## src/design/obns_pkg.sv

```systemverilog
`timescale 1ns / 1ps

package obns_pkg;

	// Table geometry
	localparam int CHUNK_SLOTS   = 256;
	localparam int NUM_CHUNKS    = 4;
	localparam int RESOURCE_BITS = 16;
	localparam int TABLE_SLOTS   = CHUNK_SLOTS * NUM_CHUNKS;

	// Field widths
	localparam int OP_W  = 3;
	localparam int KEY_W = 10;
	localparam int BIT_W = 4;

	// Storage is bit-major: one row holds SEG_SLOTS consecutive slots of one resource bit
	localparam int SEG_SLOTS = 64;
	localparam int OFF_W     = $clog2(SEG_SLOTS);
	localparam int SEG_IDX_W = KEY_W - OFF_W;
	localparam int SEGS      = TABLE_SLOTS / SEG_SLOTS;
	localparam int ROW_W     = BIT_W + SEG_IDX_W;
	localparam int ROWS      = RESOURCE_BITS * SEGS;
	localparam int CHUNK_W   = $clog2(NUM_CHUNKS);

	localparam logic [SEG_IDX_W-1:0] LAST_SEG = SEG_IDX_W'(SEGS - 1);

	// Op codes on the request channel
	localparam logic [OP_W-1:0] OP_SET        = 3'd0;
	localparam logic [OP_W-1:0] OP_CLEAR      = 3'd1;
	localparam logic [OP_W-1:0] OP_TEST_SET   = 3'd2;
	localparam logic [OP_W-1:0] OP_TEST_CLEAR = 3'd3;
	localparam logic [OP_W-1:0] OP_SCAN       = 3'd4;

	// Internal command kinds
	typedef logic [2:0] kind_t;
	localparam kind_t KIND_NOP   = 3'd0;
	localparam kind_t KIND_SET   = 3'd1;
	localparam kind_t KIND_CLEAR = 3'd2;
	localparam kind_t KIND_TSET  = 3'd3;
	localparam kind_t KIND_TCLR  = 3'd4;
	localparam kind_t KIND_SCAN  = 3'd5;

	typedef struct packed {
		kind_t                 kind;
		logic [BIT_W-1:0]      bsel;
		logic [SEG_IDX_W-1:0]  seg;
		logic [OFF_W-1:0]      off;
		logic [KEY_W-1:0]      key;
	} cmd_t;

	typedef struct packed {
		logic             answer;
		logic [KEY_W-1:0] scan_slot;
		logic             found;
	} res_t;

endpackage

```

## src/design/obns_queue.sv

```systemverilog
`timescale 1ns / 1ps

module obns_queue #(
	parameter int DEPTH = 2
) (
	input  logic             clk,
	input  logic             arst_n,
	input  logic             push,
	input  obns_pkg::cmd_t   wr_cmd,
	input  logic             pop,
	output obns_pkg::cmd_t   head,
	output logic             full,
	output logic             empty
);
	import obns_pkg::*;

	localparam int PW = (DEPTH > 1) ? $clog2(DEPTH) : 1;
	localparam int CW = $clog2(DEPTH + 1);
	localparam logic [PW-1:0] LAST = PW'(DEPTH - 1);

	cmd_t            entry_q [DEPTH];
	logic [PW-1:0]   wr_ptr_q, rd_ptr_q;
	logic [CW-1:0]   count_q;
	logic            do_push, do_pop;

	assign full    = count_q == CW'(DEPTH);
	assign empty   = count_q == '0;
	assign head    = entry_q[rd_ptr_q];
	assign do_push = push && !full;
	assign do_pop  = pop && !empty;

	always_ff @(posedge clk) begin
		if (do_push) begin
			entry_q[wr_ptr_q] <= wr_cmd;
		end
	end

	always_ff @(posedge clk or negedge arst_n) begin
		if (!arst_n) begin
			wr_ptr_q <= '0;
			rd_ptr_q <= '0;
			count_q  <= '0;
		end else begin
			if (do_push) begin
				wr_ptr_q <= (wr_ptr_q == LAST) ? '0 : wr_ptr_q + 1'b1;
			end
			if (do_pop) begin
				rd_ptr_q <= (rd_ptr_q == LAST) ? '0 : rd_ptr_q + 1'b1;
			end
			if (do_push && !do_pop) begin
				count_q <= count_q + 1'b1;
			end else if (do_pop && !do_push) begin
				count_q <= count_q - 1'b1;
			end
		end
	end
endmodule

```

## config.mk

```make
export PLATFORM = sky130hd
export DESIGN_NAME = obns_queue
export DESIGN_NICKNAME = d
export VERILOG_FILES = /design/src/design/obns_pkg.sv /design/src/design/obns_queue.sv
export SDC_FILE = /design/constraint.sdc
export NUM_CORES = 1
export LEC_CHECK = 0
export ABC_AREA = 1
export ABC_CLOCK_PERIOD_IN_PS = 6500
export BUFFER_PORTS_ARGS = -buffer_cell sky130_fd_sc_hd__buf_2
export CORE_MARGIN = 2
export CORE_UTILIZATION = 55
export CTS_CLUSTER_SIZE = 10
export DETAILED_ROUTE_END_ITERATION = 8
export GPL_TIMING_DRIVEN = 0
export PLACE_DENSITY = 0.83
export SLEW_MARGIN = 5
export SYNTH_ARGS = -nofsm -noshare
export SYNTH_HDL_FRONTEND = slang
export SYNTH_SLANG_ARGS = --single-unit
```

## constraint.sdc

```tcl
create_clock -name clk -period 6.5 [get_ports clk]
set_clock_uncertainty 0.15 [all_clocks]
set_input_delay 0.975 -clock clk [delete_from_list [all_inputs] [get_ports clk]]
set_output_delay 0.975 -clock clk [all_outputs]
set_load 0.1 [all_outputs]
```

==> results of run 1 <==
==> critical path, delay by kind of cell (launching register included) <==
family / cells / cell delay (ns)
flops: 1 / 0.39
buf+inv: 3 / 0.82
simple gates: 2 / 0.17
==> flip-flops by register name (all words and copies together), names as in the netlist <==
register	cells
entry_q	54
count_q	2
rd_ptr_q	1
wr_ptr_q	1
==> per-layer routing <==
| metal | track usage | share of wire | up-vias | wire, um |
|---|---|---|---|---|
| met1 | 0.210 | 0.39 | 638 | 1520 |
| met3 | 0.0717 | 0.058 | 13 | 223 |
| met4 | 0.112 | 0.026 | 0 | 100 |
| met5 | 0 | 0 | - | 0 |
| met2 | 0.324 | 0.52 | 51 | 2000 |
| li1 | - | - | 712 | - |
==> through the flow <==
stage | std cells | hold slack, ns | worst slack, ns | instance area, um^2 | util
2_1_floorplan | 172 | 0.299 | 3.65 | 2190 | -
3_3_place_gp | 279 | 0.316 | 3.02 | 2550 | 0.680
3_5_place_dp | 279 | 0.327 | 3.84 | 2550 | 0.682
4_1_cts | 294 | 0.288 | 3.64 | 2730 | 0.729
5_1_grt | 294 | 0.284 | 3.57 | 2730 | 0.729
6_report | 294 | 0.297 | 3.66 | 2730 | 0.729
==> path summary, 6_finish.rpt <==
kind	to	start
setup / recovery	head[21]	rd_ptr_q
hold / removal	rd_ptr_q	arst_n
setup reg to reg	entry_q[0][10]	count_q[1]
hold reg to reg	wr_ptr_q	wr_ptr_q
max in group asynchronous	count_q[0]	arst_n
min in group clk	wr_ptr_q	wr_ptr_q
==> cells by family after synthesis <==
| family | share of synthesized area |
|---|---|
| adders and majority gates | 0.00571 |
| and+or+nand+nor | 0.172 |
| buffers and inverters | 0.0285 |
| DFF | 0.785 |
| AOI/OAI and AO/OA | 0.00457 |
| xor gates and xnor gates | 0.00400 |
==> placed cells by master, fill, tap and decap left out <==
| cell | n |
|---|---|
| sky130_fd_sc_hd__o21ai_0 | 2 |
| sky130_fd_sc_hd__nand3_1 | 1 |
| sky130_fd_sc_hd__nor2_1 | 1 |
| sky130_fd_sc_hd__nand3b_1 | 1 |
| sky130_fd_sc_hd__clkbuf_1 | 2 |
| sky130_fd_sc_hd__inv_2 | 1 |
| sky130_fd_sc_hd__nor2_4 | 1 |
| sky130_fd_sc_hd__xnor2_1 | 1 |
| sky130_fd_sc_hd__bufinv_16 | 1 |
| sky130_fd_sc_hd__inv_1 | 7 |
| sky130_fd_sc_hd__edfxtp_1 | 54 |
| sky130_fd_sc_hd__buf_4 | 3 |
| sky130_fd_sc_hd__clkbuf_8 | 9 |
| sky130_fd_sc_hd__nor2_2 | 2 |
| sky130_fd_sc_hd__buf_2 | 61 |
| sky130_fd_sc_hd__dfrtp_1 | 4 |
| sky130_fd_sc_hd__ha_1 | 1 |
| sky130_fd_sc_hd__clkinv_2 | 2 |
| sky130_fd_sc_hd__clkinv_1 | 1 |
| sky130_fd_sc_hd__nand2_1 | 90 |
| sky130_fd_sc_hd__nand4_1 | 1 |
==> area by class of cell <==
cell class | instances | share of cell area
sequential | 58 | 0.631
multi-input combinational | 101 | 0.152
timing repair buffer | 59 | 0.108
clock buffer | 11 | 0.0481
tap | 48 | 0.0220
clock inverter | 4 | 0.0160
buffer | 5 | 0.0119
inverter | 8 | 0.0110
==> insert_results.sql, run 1 <==
INSERT INTO impl_metrics (metric_group, metric, value, unit) VALUES
('setup_path', 'timing.setup.critical_path_class', 'register to output port', ''),
('synth', 'synth.avg_cell_area', '12.7', 'um^2'),
('synth', 'synth_area_leaders', 'sky130_fd_sc_hd__edfxtp_1 (74%), sky130_fd_sc_hd__nand2_1 (15%), sky130_fd_sc_hd__dfrtp_1 (4.6%)', ''),
('cells_and_area', 'drive_gt1_frac', '0.325', ''),
('routing', 'postRouteAntennaNets', '0', ''),
('grt', 'globalRouteOverflowTotal', '0', ''),
('clock_tree', 'worstSkewPairLatency', '0.32', 'ns'),
('grt', 'global_route_wire_length_before_repair', '5900', 'um'),
('clock_tree', 'post_cts.repair.setup_buffers', '0', ''),
('floorplan', 'die-area', '0.00451', 'mm^2'),
('place', 'post_detailed_placement_half_perimeter_wirelength', '2490', 'um'),
('setup_path', 'required', '5.37', 'ns'),
('timing', 'timing_max_transition_violations_final', '0', ''),
('synth', 'ys_dominant_reg_cell', 'sky130_fd_sc_hd__edfxtp_1', ''),
('timing', 'pin_slew_with_the_least_headroom_to_its_limit', '1.05', 'ns'),
('grt', 'grt_antenna_before_repair', '0', ''),
('timing', 'final.setup.tns', '0', 'ns'),
('clock_tree', 'cts_resized', '0', ''),
('synth', 'synth_cell_types', '15', ''),
('setup_path', 'ff2ff_setup_slack', '4.41', 'ns'),
('routing', 'route.detailed.drc', '0', ''),
('grt', 'grtUsageTotal', '0.193', ''),
('timing', 'post-route-period-util', '0.437', ''),
('timing', 'max_clock_freq', '352', 'MHz'),
('synth', 'ys_seq_elements', '58', ''),
('cells_and_area', 'finish.net_count', '274', ''),
('cells_and_area', 'area_growth_syn_to_layout', '24.5', '%'),
('grt', 'pin_count_of_the_biggest_net_entering_global_routing', '28', ''),
('cells_and_area', 'multi_input_area', '415', 'um^2'),
('clock_tree', 'clkTransAtPathRegs', '0.06', 'ns'),
('setup_path', 'timing.critical_path.slowest_cell_delay', '0.42', 'ns'),
('synth', 'yosysWarnings', '0', ''),
('routing', 'drt_iter0_drc', '99', ''),
('clock_tree', 'cts-root-buf', 'sky130_fd_sc_hd__clkbuf_8', ''),
('clock_tree', 'cts_tree', 'done', ''),
('clock_tree', 'cts_hold_buf', '0', ''),
('status', 'status', 'complete, no violations', ''),
('synth', 'asyncSetResetFlopFracSynth', '0.0690', ''),
('grt', 'first_global_vias', '1360', ''),
('clock_tree', 'ctsLongestPathBuffers', '2', ''),
('synth', 'yosysMostFrequentCell', 'sky130_fd_sc_hd__nand2_1', ''),
('hold_path', 'min-delay-path-class', 'input pin to asynchronous set/reset pin', ''),
('floorplan', 'core_area', '0.00374', 'mm^2'),
('timing', 'setup_repair_after_global_routing_missed_its_margin', 'false', ''),
('setup_path', 'crit_path_end_kind', 'output port', ''),
('floorplan', 'chipWidth', '67.1', 'um'),
('setup_path', 'worst-r2r-cell-count', '5', ''),
('timing', 'finalCriticalPeriod', '2.84', 'ns'),
('clock_tree', 'cts_sinks', '58', ''),
('cells_and_area', 'seq_area', '0.00172', 'mm^2'),
('synth', 'synth_area', '0.00219', 'mm^2'),
('routing', 'detail_route.wirelength', '3840', 'um'),
('setup_path', 'crit_chain', 'inv_2 -> buf_2 -> nand2_1 -> nand2_1 -> buf_2', ''),
('setup_path', 'crit_path_max_fo', '10', ''),
('synth', 'synth-seq-area-share', '0.785', ''),
('synth', 'netlist.area_leader.share', '0.740', ''),
('place', 'gp_congestion', '0.706', ''),
('routing', 'post_drt_wl_per_cell', '13.1', 'um'),
('cells_and_area', 'filler_cell_count', '269', ''),
('routing', 'vias_per_cell', '4.81', ''),
('place', 'place.port_buffers', '59', ''),
('job', 'cap_viol_max_count', '0', ''),
('synth', 'syn_nets', '204', ''),
('setup_path', 'timing.critical_path.arrival', '1.71', 'ns'),
('clock_tree', 'htree_num_levels', '3', ''),
('setup_path', 'worstSetupStartpointType', 'register', ''),
('routing', 'via_count_of_the_routed_design', '1414', ''),
('floorplan', 'die_h', '67.1', 'um'),
('routing', 'dr.pass1.iters', '4', ''),
('synth', 'netlist_instances', '172', ''),
('floorplan', 'rows', '22', ''),
('timing', 'setup_violations', '0', ''),
('floorplan', 'initial_utilization', '0.586', ''),
('timing', 'timing_hold_violations_final', '0', ''),
('synth', 'synth_edf_count', '54', ''),
('setup_path', 'cp_max_delay_cell', 'sky130_fd_sc_hd__buf_2', ''),
('clock_tree', 'numCtsBuffers', '9', ''),
('synth', 'yosys.area.top_type', 'sky130_fd_sc_hd__edfxtp_1', ''),
('timing', 'slew_headroom', '0.300', ''),
('floorplan', 'io_pins', '60', ''),
('synth', 'post_synth_most_frequent_cells', 'sky130_fd_sc_hd__nand2_1 (90), sky130_fd_sc_hd__edfxtp_1 (54), sky130_fd_sc_hd__inv_1 (7)', ''),
('cells_and_area', 'antennaDiodeCount', '0', '');
Power of run 1 is not shown: default switching activity piles up to over one toggle a cycle in this logic, so the estimate is an artifact.
==> inputs of run 2 (changes only) <==
--- a/config.mk
+++ b/config.mk
@@ -6,14 +6,14 @@
 export NUM_CORES = 1
 export LEC_CHECK = 0
 export ABC_AREA = 1
-export ABC_CLOCK_PERIOD_IN_PS = 6500
+export ABC_CLOCK_PERIOD_IN_PS = 2700
 export BUFFER_PORTS_ARGS = -buffer_cell sky130_fd_sc_hd__buf_2
 export CORE_MARGIN = 2
-export CORE_UTILIZATION = 55
+export CORE_UTILIZATION = 51
 export CTS_CLUSTER_SIZE = 10
 export DETAILED_ROUTE_END_ITERATION = 8
 export GPL_TIMING_DRIVEN = 0
-export PLACE_DENSITY = 0.83
+export PLACE_DENSITY = 0.78
 export SLEW_MARGIN = 5
 export SYNTH_ARGS = -nofsm -noshare
 export SYNTH_HDL_FRONTEND = slang
==> constraint.sdc (replaced) <==
create_clock -name clk -period 2.7 [get_ports clk]
set_clock_uncertainty 0.15 [all_clocks]
set_input_delay 0.405 -clock clk [delete_from_list [all_inputs] [get_ports clk]]
set_output_delay 0.405 -clock clk [all_outputs]
set_load 0.1 [all_outputs]
==> insert_results.sql, run 2 (synthesis results as in run 1) <==
INSERT INTO impl_metrics (metric_group, metric, value, unit) VALUES
('floorplan', 'die_h', '69.6', 'um'),
('place', 'place.port_buffers', '59', ''),
('clock_tree', 'cts_tree', 'done', ''),
('timing', 'timing_max_transition_violations_final', '0', ''),
('timing', 'pin_slew_with_the_least_headroom_to_its_limit', '1.07', 'ns'),
('grt', 'globalRouteOverflowTotal', '0', ''),
('timing', 'post-route-period-util', '0.838', ''),
('cells_and_area', 'register_ranked_first_by_flip_flop_count', 'entry_q', ''),
('cells_and_area', 'reg.largest.list', 'entry_q: 54 flops, count_q: 2 flops', ''),
('routing', 'vias_per_cell', '4.66', ''),
('routing', 'detail_route.wirelength', '3790', 'um'),
('clock_tree', 'ctsLongestPathBuffers', '2', ''),
('clock_tree', 'worstSkewPairLatency', '0.32', 'ns'),
('setup_path', 'timing.setup.critical_path_class', 'register to output port', ''),
('clock_tree', 'htree_num_levels', '3', ''),
('cells_and_area', 'area_growth_syn_to_layout', '24.1', '%'),
('setup_path', 'cp_max_delay_cell', 'sky130_fd_sc_hd__buf_2', ''),
('floorplan', 'io_pins', '60', ''),
('clock_tree', 'post_cts.repair.setup_buffers', '0', ''),
('place', 'post_detailed_placement_half_perimeter_wirelength', '2510', 'um'),
('clock_tree', 'cts_sinks', '58', ''),
('timing', 'max_clock_freq', '442', 'MHz'),
('routing', 'route.detailed.drc', '0', ''),
('cells_and_area', 'finish.utilization', '0.670', ''),
('timing', 'timing_hold_violations_final', '0', ''),
('hold_path', 'min-delay-path-class', 'input pin to register', ''),
('cells_and_area', 'filler_cell_count', '324', ''),
('cells_and_area', 'finish.net_count', '275', ''),
('setup_path', 'timing.critical_path.slowest_cell_delay', '0.42', 'ns'),
('routing', 'via_count_of_the_routed_design', '1390', ''),
('floorplan', 'initial_utilization', '0.540', ''),
('routing', 'dr.pass1.iters', '4', ''),
('cells_and_area', 'antennaDiodeCount', '0', ''),
('floorplan', 'die-area', '0.00484', 'mm^2'),
('routing', 'postRouteAntennaNets', '0', ''),
('clock_tree', 'cts_hold_buf', '1', ''),
('place', 'postPlaceCellArea', '0.00256', 'mm^2'),
('cells_and_area', 'mostFrequentLayoutCells', 'sky130_fd_sc_hd__nand2_1 (90), sky130_fd_sc_hd__buf_2 (61), sky130_fd_sc_hd__edfxtp_1 (54)', ''),
('setup_path', 'worstSetupStartpointType', 'register', ''),
('clock_tree', 'numCtsBuffers', '9', ''),
('cells_and_area', 'drive_gt1_frac', '0.319', ''),
('place', 'gp_congestion', '0.774', ''),
('status', 'status', 'complete, no violations', ''),
('timing', 'setup_violations', '0', ''),
('setup_path', 'crit_path_end_kind', 'output port', ''),
('setup_path', 'crit_path_max_fo', '10', ''),
('routing', 'drt_iter0_drc', '69', ''),
('timing', 'fin_hold_ws', '0.119', 'ns'),
('timing', 'setup_repair_after_global_routing_missed_its_margin', 'false', ''),
('setup_path', 'required', '2.14', 'ns'),
('cells_and_area', 'mostFrequentLayoutCell', 'sky130_fd_sc_hd__nand2_1', ''),
('setup_path', 'crit_chain', 'inv_2 -> buf_2 -> nand2_1 -> nand2_1 -> buf_2', ''),
('grt', 'pin_count_of_the_biggest_net_entering_global_routing', '28', ''),
('grt', 'grtUsageTotal', '0.178', ''),
('routing', 'post_drt_wl_per_cell', '12.7', 'um'),
('grt', 'grt_antenna_before_repair', '0', ''),
('floorplan', 'rows', '23', ''),
('cells_and_area', 'largest_register_ffs', '54', ''),
('floorplan', 'core_area', '0.00406', 'mm^2'),
('job', 'cap_viol_max_count', '0', ''),
('floorplan', 'chipWidth', '69.6', 'um'),
('clock_tree', 'clkTransAtPathRegs', '0.06', 'ns'),
('clock_tree', 'cts-root-buf', 'sky130_fd_sc_hd__clkbuf_8', ''),
('setup_path', 'timing.critical_path.arrival', '1.71', 'ns'),
('cells_and_area', 'final_design_area_no_fill', '0.00272', 'mm^2'),
('grt', 'global_route_wire_length_before_repair', '6410', 'um'),
('clock_tree', 'cts_resized', '0', ''),
('timing', 'slew_headroom', '0.287', ''),
('timing', 'finalCriticalPeriod', '2.26', 'ns'),
('grt', 'first_global_vias', '1415', '');
## run 2: cell count changes in the layout (fill, tap and decap cells not counted), sizes merged
cell | previous run | this run
clkinv | 3 | 5
bufinv | 1 | 0
dlygate4sd3 | 0 | 1
## run 2: area by class of cell
cell class              count  area (um^2)  share of cell area
flip-flops and latches     58         1720               0.633
clock inverters             5         21.3             0.00782
clock buffers              11          131              0.0483
plain buffers               5         32.5              0.0120
repair buffers             60          305               0.112
inverters                   8         30.0              0.0110
well taps                  50         62.6              0.0230
multi-input cells         101          415               0.153
## run 2: worst paths after layout
check                            from             end  slack (ns)  cells after the start
max reg2reg                count_q[1]  entry_q[0][25]        0.62                      5
max                          rd_ptr_q        head[19]        0.44                      5
min in group asynchronous      arst_n        rd_ptr_q        0.27                      2
min reg2reg                  wr_ptr_q        wr_ptr_q        0.34                      2
min                         wr_cmd[5]   entry_q[1][5]        0.12                      1
max in group asynchronous      arst_n        wr_ptr_q        2.00                      2
## run 2: critical path: cells and delay by family, from the launching register on
| family | cells | cell delay, ns |
|---|---|---|
| simple gates | 2 | 0.15 |
| buf+inv | 3 | 0.83 |
| flops | 1 | 0.39 |
## run 2: metrics by stage
step	setup TNS (ns)	worst slack (ns)	instances
final	0	0.438	298
after detailed placement	0	0.623	281
after global placement	-6.07	-0.226	281
after global routing	0	0.321	298
after CTS	0	0.406	298
after floorplan	0	0.404	172
## run 2: per-layer routing
metal / track usage / wire [um]
met4: 0.131 / 112
met5: 0 / 0
met2: 0.274 / 1840
met1: 0.214 / 1600
met3: 0.0509 / 244
Power of run 2 is left out for the same reason.
